--- config.mk ---
export PLATFORM = sky130hd
export DESIGN_NAME = csv_field_tokenizer
export DESIGN_NICKNAME = d
export VERILOG_FILES = /design/src/rtl/cft_pkg.sv /design/src/rtl/cft_parse.sv /design/src/rtl/cft_out_queue.sv /design/src/rtl/csv_field_tokenizer.sv
export SDC_FILE = /design/constraint.sdc
export NUM_CORES = 1
export LEC_CHECK = 0
export ABC_CLOCK_PERIOD_IN_PS = 12500
export BUFFER_PORTS_ARGS = -buffer_cell sky130_fd_sc_hd__buf_2
export CORE_MARGIN = 10
export CORE_UTILIZATION = 40
export CTS_CLUSTER_SIZE = 28
export DETAILED_ROUTE_END_ITERATION = 7
export GPL_ROUTABILITY_DRIVEN = 1
export GPL_TIMING_DRIVEN = 0
export PLACE_DENSITY = 0.63
export SLEW_MARGIN = 20
export SYNTH_ARGS = -nofsm -noshare
export SYNTH_HDL_FRONTEND = slang
export SYNTH_SLANG_ARGS = --single-unit
--- constraint.sdc ---
create_clock -name clk -period 12.5 [get_ports clk]
set_input_delay 0.625 -clock clk [delete_from_list [all_inputs] [get_ports clk]]
set_output_delay 0.625 -clock clk [all_outputs]
set_load 0.05 [all_outputs]
--- src/rtl/cft_pkg.sv ---
// Shared types, constants and register codes for the CSV field tokenizer.
`timescale 1ns / 1ps

package cft_pkg;

  // Default sizing, handed to the top level parameters.
  localparam int MaxRowsDef   = 1024;
  localparam int MaxColsDef   = 64;
  localparam int CellBytesDef = 256;

  // Internal counter widths, set by the register widths.
  localparam int LineW  = 11;
  localparam int FieldW = 7;

  // Result queue sizing.
  localparam int QDepth = 4;
  localparam int QPtrW  = 2;
  localparam int QCntW  = 3;

  // Special byte values.
  localparam logic [7:0] QuoteByte   = 8'd34;
  localparam logic [7:0] NewlineByte = 8'd10;
  localparam logic [7:0] ZeroByte    = 8'd0;

  // Configuration register indexes.
  localparam logic [1:0] CfgSeparator = 2'd0;
  localparam logic [1:0] CfgRowLimit  = 2'd1;
  localparam logic [1:0] CfgColLimit  = 2'd2;

  // Configuration reset values.
  localparam logic [7:0]        SeparatorRst = 8'd44;
  localparam logic [LineW-1:0]  RowLimitRst  = 11'd1024;
  localparam logic [FieldW-1:0] ColLimitRst  = 7'd26;

  // Input and result kind codes.
  localparam logic InData       = 1'b0;
  localparam logic InEnd        = 1'b1;
  localparam logic OutContent   = 1'b0;
  localparam logic OutCellDone  = 1'b1;

  // Input word.
  typedef struct packed {
    logic       kind;
    logic [7:0] byte_value;
  } in_word_t;

  // Result word.
  typedef struct packed {
    logic       out_kind;
    logic [9:0] row_index;
    logic [5:0] col_index;
    logic [7:0] char_offset;
    logic [7:0] char_value;
    logic       last_of_run;
  } out_word_t;

  // Configuration register values.
  typedef struct packed {
    logic [7:0]        separator;
    logic [LineW-1:0]  row_limit;
    logic [FieldW-1:0] col_limit;
  } cft_cfg_t;

  // Up to two results pushed into the queue in one cycle.
  typedef struct packed {
    logic      push0;
    logic      push1;
    out_word_t word0;
    out_word_t word1;
  } cft_push_t;

endpackage

--- src/rtl/cft_parse.sv ---
// Input register and per-byte tokenizer state update.
`timescale 1ns / 1ps

module cft_parse #(
  parameter int MAX_ROWS   = 1024,
  parameter int MAX_COLS   = 64,
  parameter int CELL_BYTES = 256
) (
  input  logic              clk,
  input  logic              rst_n,
  input  logic              in_valid,
  output logic              in_stall,
  input  cft_pkg::in_word_t in_data,
  input  cft_pkg::cft_cfg_t cfg,
  input  logic              room,
  output cft_pkg::cft_push_t push
);
  import cft_pkg::*;

  localparam int LenW    = $clog2(CELL_BYTES);
  localparam int LineMax = (1 << LineW) - 1;
  localparam int FieldMax = (1 << FieldW) - 1;
  localparam int RowCap  = (MAX_ROWS > LineMax) ? LineMax : MAX_ROWS;
  localparam int ColCap  = (MAX_COLS > FieldMax) ? FieldMax : MAX_COLS;
  localparam logic [LineW-1:0]  RowCapV = LineW'(RowCap);
  localparam logic [FieldW-1:0] ColCapV = FieldW'(ColCap);
  localparam logic [LenW-1:0]   LenMax  = LenW'(CELL_BYTES - 1);

  // Input register.
  logic     in_valid_r;
  in_word_t in_word_r;

  // Tokenizer state.
  logic [LineW-1:0]  line_r, line_nxt;
  logic [FieldW-1:0] field_r, field_nxt;
  logic [LenW-1:0]   len_r, len_nxt;
  logic              start_r, start_nxt;
  logic              quoted_r, quoted_nxt;
  logic              qpend_r, qpend_nxt;
  logic              skip_r, skip_nxt;

  logic              go;
  logic [LineW-1:0]  rlim;
  logic [FieldW-1:0] clim;
  logic              rows_ok;
  logic              active;
  logic [7:0]        b;
  logic [7:0]        sep;
  logic              len_room0;
  logic              len_room1;
  logic [LenW-1:0]   len_p1;
  logic [LenW+7:0]   len_ext;
  logic [LenW+7:0]   len_p1_ext;
  logic              e0_v;
  logic              e0_kind;
  logic [7:0]        e0_val;
  logic              e1_v;

  assign go       = in_valid_r && room;
  assign in_stall = in_valid_r && !room;

  // Effective limits are the registers capped at the sizing parameters.
  assign rlim    = (cfg.row_limit < RowCapV) ? cfg.row_limit : RowCapV;
  assign clim    = (cfg.col_limit < ColCapV) ? cfg.col_limit : ColCapV;
  assign rows_ok = line_r < rlim;
  assign active  = rows_ok && !skip_r && !start_r;
  assign b       = in_word_r.byte_value;
  assign sep     = cfg.separator;

  // Room for one or two more content bytes in the cell.
  assign len_room0  = len_r < LenMax;
  assign len_room1  = ({1'b0, len_r} + 1'b1) < {1'b0, LenMax};
  assign len_p1     = len_r + 1'b1;
  assign len_ext    = {8'd0, len_r};
  assign len_p1_ext = {8'd0, len_p1};

  // Decode one byte into state changes and up to two results.
  always_comb begin
    line_nxt   = line_r;
    field_nxt  = field_r;
    len_nxt    = len_r;
    start_nxt  = start_r;
    quoted_nxt = quoted_r;
    qpend_nxt  = qpend_r;
    skip_nxt   = skip_r;
    e0_v       = 1'b0;
    e0_kind    = OutContent;
    e0_val     = 8'd0;
    e1_v       = 1'b0;

    if (in_word_r.kind == InEnd) begin
      // End of input closes the open cell and returns to the reset state.
      e0_v       = active && (len_r != '0);
      e0_kind    = OutCellDone;
      line_nxt   = '0;
      field_nxt  = '0;
      skip_nxt   = 1'b0;
      len_nxt    = '0;
      start_nxt  = 1'b1;
      quoted_nxt = 1'b0;
      qpend_nxt  = 1'b0;
    end else if (b == NewlineByte) begin
      // Newline closes the cell and starts the next line.
      e0_v       = active && (len_r != '0);
      e0_kind    = OutCellDone;
      if (rows_ok) begin
        line_nxt = line_r + 1'b1;
      end
      field_nxt  = '0;
      skip_nxt   = 1'b0;
      len_nxt    = '0;
      start_nxt  = 1'b1;
      quoted_nxt = 1'b0;
      qpend_nxt  = 1'b0;
    end else if (!rows_ok || skip_r) begin
      // Byte is ignored.
    end else if (start_r) begin
      if ((field_r >= clim) || (b == ZeroByte)) begin
        skip_nxt = 1'b1;
      end else if (b == QuoteByte) begin
        quoted_nxt = 1'b1;
        start_nxt  = 1'b0;
      end else if (b == sep) begin
        field_nxt  = field_r + 1'b1;
        len_nxt    = '0;
        start_nxt  = 1'b1;
        quoted_nxt = 1'b0;
        qpend_nxt  = 1'b0;
      end else begin
        start_nxt  = 1'b0;
        quoted_nxt = 1'b0;
        e0_v       = len_room0;
        e0_val     = b;
        len_nxt    = len_r + LenW'(len_room0);
      end
    end else if (quoted_r && qpend_r) begin
      if (b == sep) begin
        e0_v       = len_r != '0;
        e0_kind    = OutCellDone;
        field_nxt  = field_r + 1'b1;
        len_nxt    = '0;
        start_nxt  = 1'b1;
        quoted_nxt = 1'b0;
        qpend_nxt  = 1'b0;
      end else if (b == ZeroByte) begin
        e0_v     = len_r != '0;
        e0_kind  = OutCellDone;
        skip_nxt = 1'b1;
      end else if (b == QuoteByte) begin
        // The held quote becomes content and this quote is held instead.
        e0_v    = len_room0;
        e0_val  = QuoteByte;
        len_nxt = len_r + LenW'(len_room0);
      end else begin
        // The held quote and this byte both become content.
        qpend_nxt = 1'b0;
        e0_v      = len_room0;
        e0_val    = QuoteByte;
        e1_v      = len_room1;
        len_nxt   = len_r + LenW'(len_room0) + LenW'(len_room1);
      end
    end else if (quoted_r) begin
      if (b == ZeroByte) begin
        e0_v     = len_r != '0;
        e0_kind  = OutCellDone;
        skip_nxt = 1'b1;
      end else if (b == QuoteByte) begin
        qpend_nxt = 1'b1;
      end else begin
        e0_v    = len_room0;
        e0_val  = b;
        len_nxt = len_r + LenW'(len_room0);
      end
    end else begin
      if (b == ZeroByte) begin
        e0_v     = len_r != '0;
        e0_kind  = OutCellDone;
        skip_nxt = 1'b1;
      end else if (b == sep) begin
        e0_v       = len_r != '0;
        e0_kind    = OutCellDone;
        field_nxt  = field_r + 1'b1;
        len_nxt    = '0;
        start_nxt  = 1'b1;
        quoted_nxt = 1'b0;
        qpend_nxt  = 1'b0;
      end else begin
        e0_v    = len_room0;
        e0_val  = b;
        len_nxt = len_r + LenW'(len_room0);
      end
    end
  end

  // Build the result words; both carry the current row and column.
  always_comb begin
    push.push0             = go && e0_v;
    push.push1             = go && e1_v;
    push.word0.out_kind    = e0_kind;
    push.word0.row_index   = line_r[9:0];
    push.word0.col_index   = field_r[5:0];
    push.word0.char_offset = len_ext[7:0];
    push.word0.char_value  = e0_val;
    push.word0.last_of_run = !e1_v;
    push.word1.out_kind    = OutContent;
    push.word1.row_index   = line_r[9:0];
    push.word1.col_index   = field_r[5:0];
    push.word1.char_offset = len_p1_ext[7:0];
    push.word1.char_value  = b;
    push.word1.last_of_run = 1'b1;
  end

  // Input register and state registers.
  always_ff @(posedge clk) begin
    if (!rst_n) begin
      in_valid_r <= 1'b0;
      line_r     <= '0;
      field_r    <= '0;
      len_r      <= '0;
      start_r    <= 1'b1;
      quoted_r   <= 1'b0;
      qpend_r    <= 1'b0;
      skip_r     <= 1'b0;
    end else begin
      if (!in_stall) begin
        in_valid_r <= in_valid;
      end
      if (go) begin
        line_r   <= line_nxt;
        field_r  <= field_nxt;
        len_r    <= len_nxt;
        start_r  <= start_nxt;
        quoted_r <= quoted_nxt;
        qpend_r  <= qpend_nxt;
        skip_r   <= skip_nxt;
      end
    end
  end

  // Input payload register.
  always_ff @(posedge clk) begin
    if (in_valid && !in_stall) begin
      in_word_r <= in_data;
    end
  end

endmodule

--- src/rtl/cft_out_queue.sv ---
// Small result queue that takes up to two words a cycle and hands out one unless the output stalls.
`timescale 1ns / 1ps

module cft_out_queue (
  input  logic               clk,
  input  logic               rst_n,
  input  cft_pkg::cft_push_t push,
  output logic               room,
  output logic               out_valid,
  input  logic               out_stall,
  output cft_pkg::out_word_t out_data
);
  import cft_pkg::*;

  out_word_t        mem_r [QDepth];
  logic [QPtrW-1:0] wr_ptr_r, wr_ptr_nxt;
  logic [QPtrW-1:0] rd_ptr_r, rd_ptr_nxt;
  logic [QCntW-1:0] count_r, count_nxt;
  logic [QPtrW-1:0] wr_ptr_p1;
  logic             pop;

  // Room for a full two-word push, independent of this cycle's read.
  assign room      = count_r <= QCntW'(QDepth - 2);
  assign out_valid = count_r != '0;
  assign out_data  = mem_r[rd_ptr_r];
  assign pop       = out_valid && !out_stall;
  assign wr_ptr_p1 = wr_ptr_r + 1'b1;

  // Pointer and count updates.
  always_comb begin
    wr_ptr_nxt = wr_ptr_r + QPtrW'(push.push0) + QPtrW'(push.push1);
    rd_ptr_nxt = rd_ptr_r + QPtrW'(pop);
    count_nxt  = count_r + QCntW'(push.push0) + QCntW'(push.push1) - QCntW'(pop);
  end

  always_ff @(posedge clk) begin
    if (!rst_n) begin
      wr_ptr_r <= '0;
      rd_ptr_r <= '0;
      count_r  <= '0;
    end else begin
      wr_ptr_r <= wr_ptr_nxt;
      rd_ptr_r <= rd_ptr_nxt;
      count_r  <= count_nxt;
    end
  end

  // Storage writes; the second word goes in the slot after the first.
  always_ff @(posedge clk) begin
    if (push.push0) begin
      mem_r[wr_ptr_r] <= push.word0;
    end
    if (push.push1) begin
      mem_r[wr_ptr_p1] <= push.word1;
    end
  end

endmodule

--- src/rtl/csv_field_tokenizer.sv ---
// Top level of the CSV field tokenizer: configuration registers, parser and result queue.
// An accepted input word is held in the input register; its results pass through the
// result queue. Throughput: one input word per cycle while the queue has room. A word
// that causes two results uses the single result port once for each, so the input
// stalls while three or more words wait in the four-entry result queue.
// Reset (rst_n low, synchronous) clears the queue, the parser state and restores the
// configuration registers to separator 44, row limit 1024 and column limit 26.
`timescale 1ns / 1ps

module csv_field_tokenizer #(
  parameter int MAX_ROWS   = cft_pkg::MaxRowsDef,
  parameter int MAX_COLS   = cft_pkg::MaxColsDef,
  parameter int CELL_BYTES = cft_pkg::CellBytesDef
) (
  input  logic                        clk,
  input  logic                        rst_n,
  input  logic                        in_valid,
  output logic                        in_stall,
  input  cft_pkg::in_word_t           in_data,
  output logic                        out_valid,
  input  logic                        out_stall,
  output cft_pkg::out_word_t          out_data,
  input  logic                        cfg_valid,
  output logic                        cfg_ready,
  input  logic [1:0]                  cfg_index,
  input  logic [cft_pkg::LineW-1:0]   cfg_data
);
  import cft_pkg::*;

  cft_cfg_t  cfg_r;
  cft_push_t push;
  logic      room;

  assign cfg_ready = 1'b1;

  // Configuration registers.
  always_ff @(posedge clk) begin
    if (!rst_n) begin
      cfg_r.separator <= SeparatorRst;
      cfg_r.row_limit <= RowLimitRst;
      cfg_r.col_limit <= ColLimitRst;
    end else if (cfg_valid && cfg_ready) begin
      case (cfg_index)
        CfgSeparator: begin
          cfg_r.separator <= cfg_data[7:0];
        end
        CfgRowLimit: begin
          cfg_r.row_limit <= cfg_data;
        end
        CfgColLimit: begin
          cfg_r.col_limit <= cfg_data[FieldW-1:0];
        end
        default: begin
        end
      endcase
    end
  end

  // Byte decoder and state.
  cft_parse #(
    .MAX_ROWS   (MAX_ROWS),
    .MAX_COLS   (MAX_COLS),
    .CELL_BYTES (CELL_BYTES)
  ) u_parse (
    .clk      (clk),
    .rst_n    (rst_n),
    .in_valid (in_valid),
    .in_stall (in_stall),
    .in_data  (in_data),
    .cfg      (cfg_r),
    .room     (room),
    .push     (push)
  );

  // Result queue.
  cft_out_queue u_queue (
    .clk       (clk),
    .rst_n     (rst_n),
    .push      (push),
    .room      (room),
    .out_valid (out_valid),
    .out_stall (out_stall),
    .out_data  (out_data)
  );

endmodule
# --- Word level (Yosys, flattened, before mapping) ---
# Memories as Yosys holds them, arrays and structs flattened. A register that Yosys moved wholly into a read port is not among the register bits.
# Cells that the tools add are included.
# W data, S select, Z words.
classes:
  magnitude_cmp: 7
  n_reduce_logical: 35
  add_sub_neg: 13
  n_eq_ne: 17
  muxes: 123
ops:
  columns: ["op", "count"]
  rows:
  - ["$mux W8", 28]
  - ["$mux W1", 78]
  - ["$mux W7", 11]
  - ["$mux W11", 4]
  - ["$add A8 B1 Y8", 2]
  - ["$ne A5 B2 Y1 const B", 3]
  - ["$ne A4 B3 Y1 const B", 3]
  - ["$add A11 B1 Y11 const B", 1]
  - ["$lt A11 B11 Y1", 1]
  - ["$lt A11 B11 Y1 const B", 1]
  - ["$logic_and A1 B1 Y1", 10]
  - ["$ne A5 B3 Y1 const B", 2]
  - ["$add A8 B1 Y9 const B", 1]
  - ["$lt A9 B8 Y1 const B", 1]
  - ["$add A8 B1 Y8 const B", 1]
  - ["$eq A8 B4 Y1 const B", 1]
  - ["$eq A8 B6 Y1 const B", 1]
  - ["$eq A8 B8 Y1", 1]
  - ["$logic_not A8 Y1", 1]
  - ["$lt A8 B8 Y1 const B", 1]
  - ["$reduce_and A2 Y1", 4]
  - ["$reduce_and A4 Y1", 2]
  - ["$reduce_and A8 Y1", 1]
  - ["$reduce_bool A8 Y1", 1]
  - ["other kinds (24)", 35]
totals:
  register_bits: 73
  mem_count: 1
  input_bits: 27
  out_inout_bits: 37
  ramBits: 136
memory_table:
  columns: ["name", "depth", "word_bits", "rd", "rd_clocked_by_memory_dff", "write_ports", "line_no", "text"]
  rows:
  - ["u_queue.mem_r", 4, 34, 1, 1, 2, "cft_out_queue.sv:15", "out_word_t mem_r [QDepth];"]

# --- Logic depth before layout (Yosys ltp) ---
logic_depth:
  ltp_word: 13
  depth_mapped: 16
  ltp_nobuf: 15

# --- Cells and area by module ---
# A second synthesis with hierarchy kept.
hier_totals:
  hier_cells: 930
  area_unflattened_um2: 11648.7
modules_own_cells:
  columns: ["module", "seq_area_each_um2", "instances", "area_each_um2", "cells_per_inst"]
  rows:
  - ["cft_out_queue", 4224.1, 1, 6935.4, 370]
  - ["cft_parse", 890.9, 1, 3643.5, 451]
  - ["csv_field_tokenizer", 520.5, 1, 1069.8, 109]

# --- Worst setup path before layout ---
# OpenSTA, ideal clock, no wires.
synth_timing:
  kind: "reg2reg"
  start: "reg cfg_r[17] (netlist bit)"
  end: "reg u_queue.count_r[2]"
  path_slack_ns: 8.218
  setup_time_ns: 0.115
  stages_incl_launch_ff: 17
  required_time_ns: 12.385
  arrival_time_ns: 4.167
  cell_sequence: "dfxtp_1 inv_1 clkbuf_1 nand2_1 ha_1 a21o_1 a221o_1 a221oi_4 nand4_4 o41ai_4 o21ai_0 ha_1 inv_1 fa_1 fa_1 xnor2_1 and2_1"
synth_between:
  elab_chain_len: 12
  word_cells_on_any_way: 19
  classes_between: "add/sub: 3; order compare: 2; mux: 7; reduce/logical: 7"
synth_lines:
  columns: ["item", "line_no", "text"]
  rows:
  - ["start: declaration", "csv_field_tokenizer.sv:30", "cft_cfg_t cfg_r;"]
  - ["$lt A11 B11 Y1", "cft_parse.sv:63", "assign rlim = (cfg.row_limit < RowCapV) ? cfg.row_limit : RowCapV;"]
  - ["$mux W11 *", "cft_parse.sv:63", null]
  - ["$lt A11 B11 Y1 *", "cft_parse.sv:65", "assign rows_ok = line_r < rlim;"]
  - ["$logic_not A1 Y1 or $logic_and A1 B1 Y1 (tied branches)", "cft_parse.sv:115, cft_parse.sv:66", null]
  - ["$logic_or A1 B1 Y1 or $logic_and A1 B1 Y1 (tied branches)", "cft_parse.sv:115, cft_parse.sv:66", null]
  - ["$mux W1 or $logic_and A1 B1 Y1 (tied branches)", "cft_parse.sv:115, cft_parse.sv:93, cft_parse.sv:104", null]
  - ["$mux W1", "cft_parse.sv:102", "end else if (b == NewlineByte) begin"]
  - ["$mux W1", "cft_parse.sv:91", "if (in_word_r.kind == InEnd) begin"]
  - ["$logic_and A1 B1 Y1", "cft_parse.sv:197", "push.push0 = go && e0_v;"]
  - ["$add A3 B1 Y3", "cft_out_queue.sv:33", "count_nxt = count_r + QCntW'(push.push0) + QCntW'(push.push1) - QCntW'(pop);"]
  - ["$add A3 B1 Y3 *", "cft_out_queue.sv:33", null]
  - ["$sub A3 B1 Y3 *", "cft_out_queue.sv:33", null]
  - ["end signal: assignment", "cft_out_queue.sv:44", "count_r <= count_nxt;"]
  - ["end: declaration", "cft_out_queue.sv:18", "logic [QCntW-1:0] count_r, count_nxt;"]
# Mark *: on every way between the ends. The rest lies on a longest branch, timed or not.
# A chain may end at the register's enable or synchronous reset.

# --- Worst setup path after layout ---
# Ends and elaborated chain as after synthesis.

==> flow_summary.html <==
<table>
<tr><th>Metric</th><th>Value</th></tr>
<tr><th colspan="2">CTS</th></tr>
<tr><td>Number of levels in the clock H-tree</td><td>1</td></tr>
<tr><td>Clock tree from TritonCTS</td><td>yes</td></tr>
<tr><td>Hold Buf Count CTS</td><td>0</td></tr>
<tr><td>Post-CTS Repair Setup Buffers</td><td>0</td></tr>
<tr><td>Clock Sink Count</td><td>209</td></tr>
<tr><td>Number of CTS-inserted buffers</td><td>23</td></tr>
<tr><td>Clock slew at reported path FFs</td><td>around 60 ps</td></tr>
<tr><td>Buffer type at the clock tree root</td><td>sky130_fd_sc_hd__clkbuf_16</td></tr>
<tr><td>Skew-Pair Late Insertion Delay</td><td>about 520 ps</td></tr>
<tr><td>Number of buffers on the longest clock path</td><td>3</td></tr>
<tr><td>Number of gates resized after cts</td><td>0</td></tr>
<tr><th colspan="2">Detailed routing</th></tr>
<tr><td>Vias</td><td>roughly 8200</td></tr>
<tr><td>Routed Wire Length</td><td>a little under 30000 microns</td></tr>
<tr><td>WL per Instance</td><td>slightly above 20 microns</td></tr>
<tr><td>Routed via count divided by cell count</td><td>5.705</td></tr>
<tr><td>First drt pass iteration count</td><td>6</td></tr>
<tr><td>Drt initial violations</td><td>695</td></tr>
<tr><td>Remaining number of nets flagged by the antenna check after routing</td><td>0</td></tr>
<tr><td>DRC Markers</td><td>0</td></tr>
<tr><th colspan="2">STA</th></tr>
<tr><td>Unrepaired setup endpoints after global routing</td><td>no</td></tr>
<tr><td>Final Max Slew Viols</td><td>0</td></tr>
<tr><td>Total negative slack</td><td>0 ps</td></tr>
<tr><td>Number of setup violations in the final report</td><td>0</td></tr>
<tr><td>Min Hold Slack</td><td>between 200 and 300 ps</td></tr>
<tr><td>Final Hold Fails</td><td>0</td></tr>
<tr><td>Worst-case headroom to the max-slew limit</td><td>29.85%</td></tr>
<tr><td>Measured slew at the worst slew-check pin</td><td>approximately 1000 ps</td></tr>
<tr><td>Fmax</td><td>about 210 MHz</td></tr>
<tr><td>Clock tree skew after final layout</td><td>approximately 15 ps</td></tr>
<tr><td>Ratio of final minimum period to clock period</td><td>between 30% and 40%</td></tr>
<tr><td>Final critical-path required period</td><td>slightly below 5000 ps</td></tr>
<tr><th colspan="2">Yosys</th></tr>
<tr><td>Post-synth net total</td><td>just over 1000</td></tr>
<tr><td>Mapped Cells</td><td>950</td></tr>
<tr><td>Synth Area in Compound Gates</td><td>between 10% and 20%</td></tr>
<tr><td>Synthesized area per cell</td><td>between 10 and 15 sq um</td></tr>
<tr><td>EDFF count, synth</td><td>137</td></tr>
<tr><td>Dominant cells by area after synthesis</td><td>sky130_fd_sc_hd__edfxtp_1 37%, sky130_fd_sc_hd__dfxtp_1 13%, sky130_fd_sc_hd__mux4_2 6.9%</td></tr>
<tr><td>Count of cell types in the netlist</td><td>79</td></tr>
<tr><td>Post-Synth Adder-Cell Area</td><td>3.712%</td></tr>
<tr><td>Post-Syn Area</td><td>11060 sq um</td></tr>
<tr><td>Combinational family with the most area after synthesis</td><td>compound AO/OA/AOI/OAI gates</td></tr>
<tr><td>Area share of the largest cell type after synthesis</td><td>between 30% and 40%</td></tr>
<tr><td>Fraction of registers with async set or reset after synthesis</td><td>0%</td></tr>
<tr><td>Area share of and/or/nand/nor cells after synthesis</td><td>between 10% and 20%</td></tr>
<tr><td>Post-synthesis sequential area ratio</td><td>50.24%</td></tr>
<tr><td>Cell type contributing the most total cell area after synthesis</td><td>sky130_fd_sc_hd__edfxtp_1</td></tr>
<tr><td>Multiplexer area fraction after synthesis</td><td>~11%</td></tr>
<tr><td>Post-synthesis share of cell area spent on xor and xnor gates</td><td>2.376%</td></tr>
<tr><td>Main flop type after synthesis</td><td>sky130_fd_sc_hd__edfxtp_1</td></tr>
<tr><td>Number of warnings reported in the yosys synthesis log</td><td>0</td></tr>
<tr><td>Seq cells post-synth</td><td>approximately 210</td></tr>
<tr><th colspan="2">Placement</th></tr>
<tr><td>Count of input and output buffers</td><td>62</td></tr>
<tr><td>HPWL reported at the end of detailed placement</td><td>around 21000 microns</td></tr>
<tr><td>Number of placed instances, taps included</td><td>about 1400</td></tr>
<tr><td>Weighted congestion at the end of routability-driven global placement</td><td>0.9099</td></tr>
<tr><th colspan="2">Worst setup path</th></tr>
<tr><td>Type of destination of the critical path</td><td>flip-flop</td></tr>
<tr><td>Launching element type of the critical path</td><td>flip-flop</td></tr>
<tr><td>Category of cells accounting for the largest share of critical-path delay</td><td>compound AO/OA/AOI/OAI gates</td></tr>
<tr><td>Endpoint arrival time on the critical path</td><td>~5300 ps</td></tr>
<tr><td>CP max stage delay</td><td>580 ps</td></tr>
<tr><td>Start-to-end type of the worst setup path</td><td>reg -&gt; reg</td></tr>
<tr><td>Bufs and invs on worst path</td><td>3</td></tr>
<tr><td>Sequence of cells on the critical path</td><td>inv_1, clkbuf_1, nand2_1, ha_1, a21o_1, a221o_1, a221oi_4, nand4_4, o41ai_4, o21ai_0, ha_1, inv_1, fa_1, fa_1, xnor2_1, and2_1</td></tr>
<tr><td>Library cell contributing the largest single delay on the critical path</td><td>sky130_fd_sc_hd__a221oi_4</td></tr>
<tr><td>Worst path required time</td><td>approximately 13000 ps</td></tr>
<tr><td>Maximum fanout count along the critical path</td><td>10</td></tr>
<tr><th colspan="2">Power</th></tr>
<tr><td>Pwr/cell area</td><td>about 160 nW/um^2</td></tr>
<tr><td>Total power consumption of the routed design</td><td>between 1.5 and 2 mW</td></tr>
<tr><td>Peak ir drop on the vdd network</td><td>130.5 uV</td></tr>
<tr><td>P_leak</td><td>between 4 and 5 nW</td></tr>
<tr><th colspan="2">Die</th></tr>
<tr><td>Top-level I/O count</td><td>64</td></tr>
<tr><td>Die Wd</td><td>approximately 190 microns</td></tr>
<tr><td>Die outline height</td><td>approximately 190 microns</td></tr>
<tr><td>Placeable core region</td><td>27100 sq um</td></tr>
<tr><td>Floorplan row count</td><td>60</td></tr>
<tr><td>Starting Density</td><td>between 40 and 50%</td></tr>
<tr><td>Area enclosed by the die boundary</td><td>around 35000 sq um</td></tr>
<tr><th colspan="2">Global routing</th></tr>
<tr><td>Number of antenna violations at the first check in global routing</td><td>0</td></tr>
<tr><td>Global-route wire length before repair</td><td>45990 microns</td></tr>
<tr><td>Residual overflow from global routing</td><td>0</td></tr>
<tr><td>Via count of the first global-routing pass</td><td>between 7000 and 8000</td></tr>
<tr><td>Total global routing track utilization</td><td>between 10% and 20%</td></tr>
<tr><td>Largest net degree at the start of global routing</td><td>25</td></tr>
<tr><th colspan="2">Min path</th></tr>
<tr><td>Class of the tightest hold or removal check</td><td>in -&gt; reg</td></tr>
<tr><th colspan="2">Layout</th></tr>
<tr><td>Multi-input logic area</td><td>just over 5000 sq um</td></tr>
<tr><td>Final core utilization</td><td>about 47%</td></tr>
<tr><td>Non-filler instance count after layout</td><td>1430</td></tr>
<tr><td>Share of post-route cells with drive strength above 1</td><td>between 10% and 20%</td></tr>
<tr><td>Area occupied by registers</td><td>between 5000 and 6000 sq um</td></tr>
<tr><td>Net total in the final layout</td><td>approximately 1100</td></tr>
<tr><td>Most common library cell in the layout ignoring fill and taps</td><td>sky130_fd_sc_hd__edfxtp_1</td></tr>
<tr><td>Area Growth Syn to Fin</td><td>14.17%</td></tr>
<tr><td>FILL cells</td><td>between 2000 and 3000</td></tr>
<tr><td>Commonest cells after routing, fill and taps aside</td><td>137 x sky130_fd_sc_hd__edfxtp_1, 77 x sky130_fd_sc_hd__buf_2, 72 x sky130_fd_sc_hd__dfxtp_1</td></tr>
<tr><td>Number of antenna cells inserted</td><td>0</td></tr>
<tr><th colspan="2">Job</th></tr>
<tr><td>Max-capacitance violation count</td><td>0</td></tr>
<tr><th colspan="2">Outcome</th></tr>
<tr><td>Status</td><td>complete, no violations</td></tr>
</table>
==> worst reg2reg max path, stage by stage (launching register included) <==
cell	delay [ps]
sky130_fd_sc_hd__dfxtp_1	300
sky130_fd_sc_hd__inv_1	60
sky130_fd_sc_hd__clkbuf_1	290
sky130_fd_sc_hd__nand2_1	100
sky130_fd_sc_hd__ha_1	300
sky130_fd_sc_hd__a21o_1	160
sky130_fd_sc_hd__a221o_1	380
sky130_fd_sc_hd__a221oi_4	580
sky130_fd_sc_hd__nand4_4	300
sky130_fd_sc_hd__o41ai_4	460
sky130_fd_sc_hd__o21ai_0	280
sky130_fd_sc_hd__ha_1	370
sky130_fd_sc_hd__inv_1	50
sky130_fd_sc_hd__fa_1	420
sky130_fd_sc_hd__fa_1	440
sky130_fd_sc_hd__xnor2_1	140
sky130_fd_sc_hd__and2_1	140
==> final cells by class <==
class | count | area share (%)
sequential | 209 | 44.01
clock buffer | 30 | 4.926
tap | 372 | 3.687
clock inverter | 12 | 0.5055
timing repair buffer | 66 | 3.211
inverter | 29 | 0.8623
multi-input combinational | 648 | 40.44
buffer | 64 | 2.359
==> cells in the mapped netlist, types with 8 or more instances <==
| library cell | n |
|---|---|
| sky130_fd_sc_hd__clkbuf_1 | 35 |
| sky130_fd_sc_hd__and2_1 | 13 |
| sky130_fd_sc_hd__edfxtp_1 | 137 |
| sky130_fd_sc_hd__dfxtp_1 | 72 |
| sky130_fd_sc_hd__a21boi_0 | 68 |
| sky130_fd_sc_hd__a31oi_1 | 9 |
| sky130_fd_sc_hd__a21oi_1 | 32 |
| sky130_fd_sc_hd__mux2i_1 | 42 |
| sky130_fd_sc_hd__nand3_1 | 27 |
| sky130_fd_sc_hd__ha_1 | 28 |
| sky130_fd_sc_hd__nand4_1 | 19 |
| sky130_fd_sc_hd__nand2_1 | 67 |
| sky130_fd_sc_hd__o21ai_0 | 25 |
| sky130_fd_sc_hd__or3_1 | 8 |
| sky130_fd_sc_hd__buf_2 | 15 |
| sky130_fd_sc_hd__o22ai_1 | 18 |
| sky130_fd_sc_hd__a21o_1 | 18 |
| sky130_fd_sc_hd__nor2b_1 | 26 |
| sky130_fd_sc_hd__nor3_1 | 18 |
| sky130_fd_sc_hd__nor2_1 | 37 |
| sky130_fd_sc_hd__a21boi_2 | 9 |
| sky130_fd_sc_hd__buf_1 | 8 |
| sky130_fd_sc_hd__inv_1 | 27 |
| sky130_fd_sc_hd__mux4_2 | 34 |
| sky130_fd_sc_hd__xnor2_1 | 24 |
==> registers in the layout, indices dropped and copies added (netlist names) <==
name                flops
u_parse.qpend_r         1
u_parse.line_r         11
u_queue.wr_ptr_r        2
u_parse.in_valid_r      1
u_queue.mem_r         136
u_parse.len_r           8
u_queue.count_r         3
u_parse.b               8
u_parse.skip_r          1
u_parse.quoted_r        1
u_parse.in_word_r       1
cfg_r                  26
u_queue.rd_ptr_r        2
u_parse.field_r         7
u_parse.start_r         1
==> final timing paths <==
path | startpoint | endpoint | slack [ps] | depth (start not counted)
max | cfg_r[17] | u_queue.count_r[2] | 7620 | 16
min reg2reg | u_queue.mem_r[0][0] | u_queue.mem_r[0][0] | 470 | 2
min | in_data[3] | u_parse.b[3] | 290 | 1
max reg2reg | cfg_r[17] | u_queue.count_r[2] | 7620 | 16
==> metal layers <==
layer	routed length, microns	vias up	global-route usage, %
met1	13560	4032	24.01
li1	-	3809	-
met4	514	0	3.934
met5	0	-	0
met3	1955	39	2.833
met2	13250	278	26.43
==> stage by stage <==
stage / cell area (sq um) / setup WS (ps)
2_1_floorplan: 11060 / 8218
3_3_place_gp: 11830 / 7386
3_5_place_dp: 11940 / 7629
4_1_cts: 12620 / 7613
5_1_grt: 12620 / 7242
6_report: 12620 / 7625
==> cell families (layout without fill, tap and decap cells) <==
kind of cell | after synthesis | in the layout
and+or+nand+nor | 262 | 262
adders and majority gates | 31 | 31
DFF | 209 | 209
muxes | 77 | 77
AOI/OAI and AO/OA | 247 | 247
other | 1 | 1
buffers and inverters | 93 | 201
xor gates and xnor gates | 30 | 30
==> where the power goes <==
part	internal, mW	total, mW	switching (mW)
Sequential	0.769	0.791	0.0222
Clock	0.350	0.623	0.273
Combinational	0.177	0.543	0.366
Total	1.30	1.96	0.661
No activity file was read; power rests on OpenSTA's default activity.
